File: config.mk
export PLATFORM = sky130hd
export DESIGN_NAME = ascii_number_parser_top_flat
export DESIGN_NICKNAME = d
export VERILOG_FILES = /design/src/rtl/core/anp_pkg.sv /design/src/rtl/core/anp_char_if.sv /design/src/rtl/core/anp_num_if.sv /design/src/rtl/core/anp_in_stage.sv /design/src/rtl/core/anp_step.sv /design/src/rtl/core/anp_out_stage.sv /design/src/rtl/core/ascii_number_parser_top.sv /design/src/flat_wrapper.sv
export SDC_FILE = /design/constraint.sdc
export NUM_CORES = 1
export LEC_CHECK = 0
export ABC_CLOCK_PERIOD_IN_PS = 4800
export BUFFER_PORTS_ARGS = -buffer_cell sky130_fd_sc_hd__clkbuf_2
export CAP_MARGIN = 20
export CORE_ASPECT_RATIO = 0.5
export CORE_MARGIN = 3
export CORE_UTILIZATION = 50
export DETAILED_ROUTE_END_ITERATION = 6
export MAX_ROUTING_LAYER = met4
export PLACE_DENSITY = 0.74
export SYNTH_ARGS = -nofsm -noshare
export SYNTH_HDL_FRONTEND = slang
export SYNTH_SLANG_ARGS = --single-unit
File: constraint.sdc
create_clock -name clk -period 4.8 [get_ports clk]
set_input_delay 0.96 -clock clk [delete_from_list [all_inputs] [get_ports clk]]
set_output_delay 0.96 -clock clk [all_outputs]
set_load 0.01 [all_outputs]
File: src/rtl/core/anp_pkg.sv
`default_nettype none

package anp_pkg;

	localparam logic [1:0] KIND_U32 = 2'd0;
	localparam logic [1:0] KIND_S32 = 2'd1;
	localparam logic [1:0] KIND_U8  = 2'd2;

	localparam logic [7:0] CHAR_END     = 8'h00;
	localparam logic [7:0] CHAR_MINUS   = 8'h2D;
	localparam logic [7:0] CHAR_ZERO    = 8'h30;
	localparam logic [7:0] CHAR_NINE    = 8'h39;
	localparam logic [7:0] CHAR_UP_A    = 8'h41;
	localparam logic [7:0] CHAR_UP_F    = 8'h46;
	localparam logic [7:0] CHAR_LOW_A   = 8'h61;
	localparam logic [7:0] CHAR_LOW_F   = 8'h66;
	localparam logic [7:0] CHAR_UP_X    = 8'h58;
	localparam logic [7:0] CHAR_LOW_X   = 8'h78;

	localparam logic [3:0] POS_MAX = 4'd15;

	typedef struct packed {
		logic [7:0] character;
		logic [1:0] value_kind;
	} item_t;

	typedef struct packed {
		logic        emit;
		logic [31:0] number;
		logic        bad_text;
	} result_t;

endpackage

`default_nettype wire

File: src/rtl/core/anp_char_if.sv
`default_nettype none

interface anp_char_if;
	logic       valid;
	logic       ready;
	logic [7:0] character;
	logic [1:0] value_kind;

	modport source (output valid, output character, output value_kind, input ready);
	modport sink (input valid, input character, input value_kind, output ready);
endinterface

`default_nettype wire

File: src/rtl/core/anp_num_if.sv
`default_nettype none

interface anp_num_if;
	logic        valid;
	logic        ready;
	logic [31:0] number;
	logic        bad_text;

	modport source (output valid, output number, output bad_text, input ready);
	modport sink (input valid, input number, input bad_text, output ready);
endinterface

`default_nettype wire

File: src/rtl/core/anp_in_stage.sv
`default_nettype none

module anp_in_stage (
	input  wire logic          clk,
	input  wire logic          arst_n,
	anp_char_if.sink           text,
	input  wire logic          out_free,
	output anp_pkg::item_t     item,
	output logic               fire
);
	import anp_pkg::*;

	logic  valid_s1;
	item_t item_s1;

	// a terminator may only move on when the result register can take it
	assign fire       = valid_s1 && ((item_s1.character != CHAR_END) || out_free);
	assign text.ready = !valid_s1 || fire;
	assign item       = item_s1;

	always_ff @(posedge clk or negedge arst_n) begin
		if (!arst_n) begin
			valid_s1 <= 1'b0;
		end else if (text.ready) begin
			valid_s1 <= text.valid;
		end
	end

	always_ff @(posedge clk) begin
		if (text.valid && text.ready) begin
			item_s1.character  <= text.character;
			item_s1.value_kind <= text.value_kind;
		end
	end

endmodule

`default_nettype wire

File: src/rtl/core/anp_step.sv
`default_nettype none

module anp_step (
	input  wire logic           clk,
	input  wire logic           arst_n,
	input  wire anp_pkg::item_t item,
	input  wire logic           fire,
	output anp_pkg::result_t    res
);
	import anp_pkg::*;

	logic [31:0] acc_q, acc_d;
	logic [3:0]  pos_q, pos_d;
	logic [1:0]  kind_q, kind_d;
	logic        hex_q, hex_d;
	logic        lz_q, lz_d;
	logic        minus_q, minus_d;
	logic        failed_q, failed_d;

	// 16 marks a character that is no hex digit
	function automatic logic [4:0] hex_value(input logic [7:0] c);
		logic [4:0] v;
		v = 5'd16;
		if (c >= CHAR_ZERO && c <= CHAR_NINE) begin
			v = 5'(c - CHAR_ZERO);
		end else if (c >= CHAR_UP_A && c <= CHAR_UP_F) begin
			v = 5'(c - CHAR_UP_A + 8'd10);
		end else if (c >= CHAR_LOW_A && c <= CHAR_LOW_F) begin
			v = 5'(c - CHAR_LOW_A + 8'd10);
		end
		return v;
	endfunction

	logic [1:0]  kind;
	logic [7:0]  c;
	logic [4:0]  hex_d_val;
	logic [3:0]  base;
	logic [3:0]  rel_pos;
	logic        is_dec;
	logic        bad;

	always_comb begin
		c         = item.character;
		kind      = (pos_q == 4'd0) ? item.value_kind : kind_q;
		base      = {3'd0, minus_q};
		rel_pos   = pos_q - base;
		hex_d_val = hex_value(c);
		is_dec    = (c >= CHAR_ZERO) && (c <= CHAR_NINE);

		acc_d    = acc_q;
		pos_d    = pos_q;
		kind_d   = kind;
		hex_d    = hex_q;
		lz_d     = lz_q;
		minus_d  = minus_q;
		failed_d = failed_q;

		bad = failed_q || (kind > KIND_U8) ||
			((kind == KIND_U8) && !hex_q && (acc_q > 32'd255));

		res.emit     = fire && (c == CHAR_END);
		res.bad_text = bad;
		if (bad) begin
			res.number = 32'd0;
		end else if (kind == KIND_S32 && minus_q) begin
			res.number = 32'd0 - acc_q;
		end else if (kind == KIND_U8) begin
			res.number = {24'd0, acc_q[7:0]};
		end else begin
			res.number = acc_q;
		end

		if (c == CHAR_END) begin
			acc_d    = 32'd0;
			pos_d    = 4'd0;
			kind_d   = KIND_U32;
			hex_d    = 1'b0;
			lz_d     = 1'b0;
			minus_d  = 1'b0;
			failed_d = 1'b0;
		end else begin
			if (pos_q != POS_MAX) begin
				pos_d = pos_q + 4'd1;
			end
			if (!failed_q) begin
				if (kind > KIND_U8) begin
					failed_d = 1'b1;
				end else if (kind == KIND_S32 && pos_q == 4'd0 && c == CHAR_MINUS) begin
					minus_d = 1'b1;
				end else if (!hex_q && lz_q && pos_q == base + 4'd1 &&
					(c == CHAR_LOW_X || c == CHAR_UP_X)) begin
					hex_d = 1'b1;
				end else if (hex_q) begin
					if ((kind == KIND_S32 && rel_pos >= 4'd10) ||
						(kind == KIND_U8 && pos_q >= 4'd4) || hex_d_val[4]) begin
						failed_d = 1'b1;
					end else begin
						acc_d = {acc_q[27:0], 4'd0} + {28'd0, hex_d_val[3:0]};
					end
				end else begin
					if ((kind == KIND_U8 && pos_q >= 4'd3) || !is_dec) begin
						failed_d = 1'b1;
					end else begin
						if (pos_q == base && c == CHAR_ZERO) begin
							lz_d = 1'b1;
						end
						// times ten as two shifts
						acc_d = {acc_q[28:0], 3'd0} + {acc_q[30:0], 1'b0} +
							{28'd0, c[3:0]};
					end
				end
			end
		end
	end

	always_ff @(posedge clk or negedge arst_n) begin
		if (!arst_n) begin
			acc_q    <= 32'd0;
			pos_q    <= 4'd0;
			kind_q   <= KIND_U32;
			hex_q    <= 1'b0;
			lz_q     <= 1'b0;
			minus_q  <= 1'b0;
			failed_q <= 1'b0;
		end else if (fire) begin
			acc_q    <= acc_d;
			pos_q    <= pos_d;
			kind_q   <= kind_d;
			hex_q    <= hex_d;
			lz_q     <= lz_d;
			minus_q  <= minus_d;
			failed_q <= failed_d;
		end
	end

	a_bad_gives_zero: assert property (@(posedge clk) disable iff (!arst_n)
		res.emit && res.bad_text |-> res.number == 32'd0)
		else $error("rejected text with nonzero number");

	a_end_clears: assert property (@(posedge clk) disable iff (!arst_n)
		res.emit |=> pos_q == 4'd0 && acc_q == 32'd0 && !failed_q && !hex_q)
		else $error("state not cleared after terminator");

	a_hex_needs_zero: assert property (@(posedge clk) disable iff (!arst_n)
		hex_q |-> lz_q)
		else $error("hex mode without leading zero");

	a_pos_grows: assert property (@(posedge clk) disable iff (!arst_n)
		fire && !res.emit && pos_q != POS_MAX |=> pos_q == $past(pos_q) + 4'd1)
		else $error("character position did not advance");

endmodule

`default_nettype wire

File: src/rtl/core/anp_out_stage.sv
`default_nettype none

module anp_out_stage (
	input  wire logic             clk,
	input  wire logic             arst_n,
	input  wire anp_pkg::result_t res,
	output logic                  out_free,
	anp_num_if.source             result
);
	import anp_pkg::*;

	logic        valid_q;
	logic [31:0] number_q;
	logic        bad_q;

	assign out_free        = !valid_q || result.ready;
	assign result.valid    = valid_q;
	assign result.number   = number_q;
	assign result.bad_text = bad_q;

	always_ff @(posedge clk or negedge arst_n) begin
		if (!arst_n) begin
			valid_q <= 1'b0;
		end else if (out_free) begin
			valid_q <= res.emit;
		end
	end

	always_ff @(posedge clk) begin
		if (res.emit) begin
			number_q <= res.number;
			bad_q    <= res.bad_text;
		end
	end

endmodule

`default_nettype wire

File: src/rtl/core/ascii_number_parser_top.sv
// Streaming text-to-number converter. One character is taken per transfer on
// the text channel, a zero character ends the text, and the terminator yields
// one transfer on the result channel with the number and a reject flag; other
// characters yield nothing. A character can be taken in every cycle unless
// the input stalls: it sits in the input register while the update (a
// shift-add by ten or sixteen into the accumulator) runs, and a terminator
// passes from the input register into the result register, which offers
// the result. The input only stalls when a terminator meets a result that
// has not yet been taken.
`default_nettype none

module ascii_number_parser_top (
	input  wire logic clk,
	input  wire logic arst_n,
	anp_char_if.sink  text,
	anp_num_if.source result
);
	import anp_pkg::*;

	item_t   item;
	result_t res;
	logic    fire;
	logic    out_free;

	anp_in_stage u_in (
		.clk      (clk),
		.arst_n   (arst_n),
		.text     (text),
		.out_free (out_free),
		.item     (item),
		.fire     (fire)
	);

	anp_step u_step (
		.clk    (clk),
		.arst_n (arst_n),
		.item   (item),
		.fire   (fire),
		.res    (res)
	);

	anp_out_stage u_out (
		.clk      (clk),
		.arst_n   (arst_n),
		.res      (res),
		.out_free (out_free),
		.result   (result)
	);

endmodule

`default_nettype wire
File: src/flat_wrapper.sv
// flat-port wrapper written by rule: the top's interface ports become plain ports
module ascii_number_parser_top_flat import anp_pkg::*;
  (clk, arst_n, text_valid, text_character, text_value_kind, text_ready, result_valid, result_number, result_bad_text, result_ready);
  anp_char_if text_i ();
  anp_num_if result_i ();
  input  wire logic clk;
  input  wire logic arst_n;
  input wire logic [$bits(text_i.valid)-1:0] text_valid;
  input wire logic [$bits(text_i.character)-1:0] text_character;
  input wire logic [$bits(text_i.value_kind)-1:0] text_value_kind;
  output wire logic [$bits(text_i.ready)-1:0] text_ready;
  output wire logic [$bits(result_i.valid)-1:0] result_valid;
  output wire logic [$bits(result_i.number)-1:0] result_number;
  output wire logic [$bits(result_i.bad_text)-1:0] result_bad_text;
  input wire logic [$bits(result_i.ready)-1:0] result_ready;
  assign text_i.valid = text_valid;
  assign text_i.character = text_character;
  assign text_i.value_kind = text_value_kind;
  assign text_ready = text_i.ready;
  assign result_valid = result_i.valid;
  assign result_number = result_i.number;
  assign result_bad_text = result_i.bad_text;
  assign result_i.ready = result_ready;
  ascii_number_parser_top u_core (.clk(clk), .arst_n(arst_n), .text(text_i), .result(result_i));
endmodule
==> results.md <==
* Status: completed
* Logic pwr share at 45.1%
* Fin worst setup slack at 1100 ps
* Routed vias/inst at roughly 5.9
* Quantity of gates resized following cts at 0
* First-pass GRT wire length at roughly 26 mm
* Total Power at approximately 3.5 mW
* Leakage power at between 3 and 4 nW
* #FFs+latches synth at 87
* Iteration-0 DRC Markers at 478
* Period minus WS final at 3700 ps
* Final Max Tran Viols at 0
* Critical-path cell list: inv_1 -> fa_1 -> inv_1 -> ha_1 -> a21o_1 -> nand4_1 -> a21o_1 -> a2111oi_0 -> o32a_1 -> a221oi_1 -> o211ai_1 -> xnor2_1 -> o21ai_0
* Clock skew at roughly 8.5 ps
* Syn. warnings at 0
* Routed WL at between 10 and 15 mm
* Post-CTS Repair Setup Buffers at 0
* Simple-gate share of the synthesized area at between 10% and 20%
* Slew headroom at slightly below 40%
* Worst Path Buf+Inv at 2
* Total track usage at between 20% and 30%
* Final net count at approximately 830
* TritonCTS clock tree: done
* Switch Pwr at between 1 and 1.5 mW
* Hold_buf cts at 0
* Mux cell area share after synthesis at 1.25%
* H-tree depth at 3
* I/O pin cnt at between 40 and 50
* Distinct cells, synth at 68
* Syn_nets at slightly below 800
* Largest net degree at the start of global routing at 47
* Fmax at about 270 MHz
* Mapped Cells at 707
* Post-placement cell count at 900
* Compound-Gate Fraction of Synth Area at between 20% and 30%
* DIE AREA at ~0.014 mm2
* GPL Wtd Cong at between 0.9 and 1
* Max FO, Critical Path at 9
* WL/cell at approximately 16 um
* Crit path kind: reg -> reg
* Initial Utilization at around 53%
* Vias at between 5000 and 6000
* Synth Area per Inst at between 9 and 10 um2
* Vias in the first global route at between 5000 and 6000
* Cell Area, Placed at about 0.0069 mm2
* Cell Pwr Density at just under 500 mW/mm2
* Die H at a little under 90 um
* Setup-failing EPs final at 0
* Post-route ant nets at 0
* Core area at 0.0122 mm2
* Met2 GRT Util at between 30% and 40%
* Peak VDD IR at between 200 and 300 uV
* Diodes inserted at 0
* Clk slew on worst S/H paths at 60 ps
* Unrepaired setup endpoints after global routing: false
* Internal power component at approximately 2.2 mW
* Setup crit start kind: flip-flop
* Final Cycle Share at about 77%
* CP Capture Type: flip-flop
* Setup Total Neg Slack at 0 ps
* Met3 Use GR at 4.46%
* XOR/XNOR Fraction of Synth Area at about 4.6%
* Fin. Hold Viols at 0
* Row cnt at 28
* Non-Filler Instances at 917
* Clk pwr share at a little under a quarter
* Count of flip-flops with a built-in enable after synthesis at between 40 and 50
* Max incr delay on CP at between 600 and 700 ps
* DRC Markers at 0
* Layout Utilization at ~59%
* GR peak layer: met2
* Ys flop type: dfrtp_1
* M1 GR Usage at between 20 and 30%
* Max Cap Viol at 0
* Worst hold path class: reg -> reg
* Longest Clk Path Bufs at 2
* FFs w/ async S/R, synth at 50.6%
* Hold Slack at about 500 ps
* Switching Fraction at 38.5%
* Critical Path AT at 3910 ps
* Reg power frac at around 31%
* CTS buffer count at 9
* Area delta synth->final at 12.1%
* Share of post-route cells with drive strength above 1 at between 10 and 15%
* Buffers added on ports at 48
* CP required at ~5000 ps
* Adder-Cell Fraction of Synth Area at between 10% and 20%
* Root Driver: clkbuf_16
* Grt total ovfl at 0
* Worst skew pair latency at between 300 and 400 ps
* Clock net sink count at 87
* DP Worst Slack at roughly 1200 ps
* Seq/Total Area, Yosys at between 30 and 40%
* Largest family of logic cells by synthesized area: compound AO/OA/AOI/OAI gates
* CP max stage cell: a2111oi_0
* Worst-Margin Slew at around 900 ps
* Final Cell Area at between 0.007 and 0.008 mm2
* Post-DP HPWL at about 11 mm
* Die X-Extent at around 170 um
* Initial antenna violation count at 0
* Family with the most delay on the worst path: compound AO/OA/AOI/OAI gates
* Mapped Area at 0.00649 mm2
* DRT Pass-1 Iters at 5
-- synth_stat cells (all sizes together), types with 4 or more instances --
| cell type | instances | area share, % |
|---|---|---|
| xnor2 | 19 | 2.6 |
| nand2 | 67 | 3.9 |
| a21oi | 52 | 4.0 |
| dfrtp | 44 | 17 |
| inv | 26 | 1.5 |
| o21ai | 60 | 4.6 |
| o211ai | 4 | 0.46 |
| nor3 | 9 | 0.69 |
| and2 | 7 | 0.67 |
| ha | 68 | 13 |
| edfxtp | 43 | 20 |
| o41ai | 4 | 0.54 |
| nor3b | 4 | 0.46 |
| or2 | 12 | 1.2 |
| o21a | 17 | 2.0 |
| o21bai | 6 | 0.69 |
| or3 | 7 | 0.75 |
| o31ai | 19 | 2.4 |
| nand4 | 7 | 0.67 |
| a22o | 4 | 0.54 |
| a32oi | 9 | 1.2 |
| xor2 | 15 | 2.0 |
| or4 | 8 | 1.1 |
| nor2b | 9 | 0.98 |
| nand3 | 29 | 2.2 |
| nand2b | 10 | 0.96 |
| clkbuf | 25 | 1.4 |
| and3 | 4 | 0.41 |
| nor2 | 49 | 2.8 |
| mux2i | 7 | 1.1 |
| a21o | 16 | 1.9 |
| a31oi | 8 | 0.77 |
-- worst paths after layout --
path	cells past startpoint	startpoint	slack, ps	endpoint
min in group asynchronous	2	arst_n	690	u_core.u_step.acc_q[25]
setup reg to reg	13	u_core.u_step.acc_q[2]	1100	u_core.u_step.acc_q[29]
hold / removal	2	u_core.u_step.failed_q	500	u_core.u_step.failed_q
hold reg to reg	2	u_core.u_step.failed_q	500	u_core.u_step.failed_q
setup / recovery	13	u_core.u_step.acc_q[2]	1100	u_core.u_step.acc_q[29]
max in group asynchronous	2	arst_n	3680	u_core.u_step.kind_q[0]
-- area by class of cell --
cell class / count / area [um2]
fill: 1073 / 4960
multi-input combinational: 566 / 3890
sequential: 87 / 2390
timing repair buffer: 57 / 328
clock buffer: 13 / 262
tap: 165 / 206
inverter: 26 / 97.6
clock inverter: 3 / 90.1
-- registers in the layout, indices dropped and copies added (netlist names), 2 cells and up --
signal	cells
u_core.u_out.result.number	32
u_core.u_step.acc_q	32
u_core.u_in.item	10
u_core.u_step.pos_q	4
u_core.u_step.kind_q	2
-- layer usage --
metal | share of wire [%] | vias up
met5 | 0 | -
met4 | 1.1 | 0
met3 | 4.1 | 16
met2 | 48 | 109
met1 | 47 | 2611
li1 | - | 2709
-- worst register-to-register path, delay by kind of cell (launching register included) --
family / cells / cell delay, ps
buffers and inverters: 2 / 170
AOI/OAI and AO/OA: 7 / 1760
xor gates and xnor gates: 1 / 150
DFF: 1 / 530
adders and majority gates: 2 / 840
and+or+nand+nor: 1 / 130
-- logic make-up after synthesis --
| kind of cell | count (synthesis) |
|---|---|
| AND/OR/NAND/NOR | 234 |
| AO/OA/AOI/OAI | 220 |
| flip-flops | 87 |
| adder cells (fa/ha/maj) | 70 |
| buffers and inverters | 54 |
| XOR/XNOR | 34 |
| multiplexers | 8 |
-- layout by cell type (no fill, tap or decap), types with 9 or more instances in the layout --
cell	n
a21o_1	16
a21oi_1	52
a32oi_1	9
clkbuf_16	10
clkbuf_2	48
dfrtp_1	44
edfxtp_1	43
ha_1	68
inv_1	26
nand2_1	67
nand2b_1	10
nand3_1	29
nor2_1	49
nor3_1	9
o21a_1	17
o21ai_0	58
o31ai_1	18
or2_2	11
xnor2_1	19
xor2_1	15
-- power by group through the flow --
stage	Sequential (mW)	Clock (mW)	Combinational, mW
floorplan	1.01	0	1.28
global placement	1.09	0	1.51
detailed placement	1.09	0	1.55
CTS	1.08	0.844	1.56
global route	1.11	0.884	1.80
finish	1.09	0.832	1.58
Note: power is estimated with default switching activity, not from simulation.
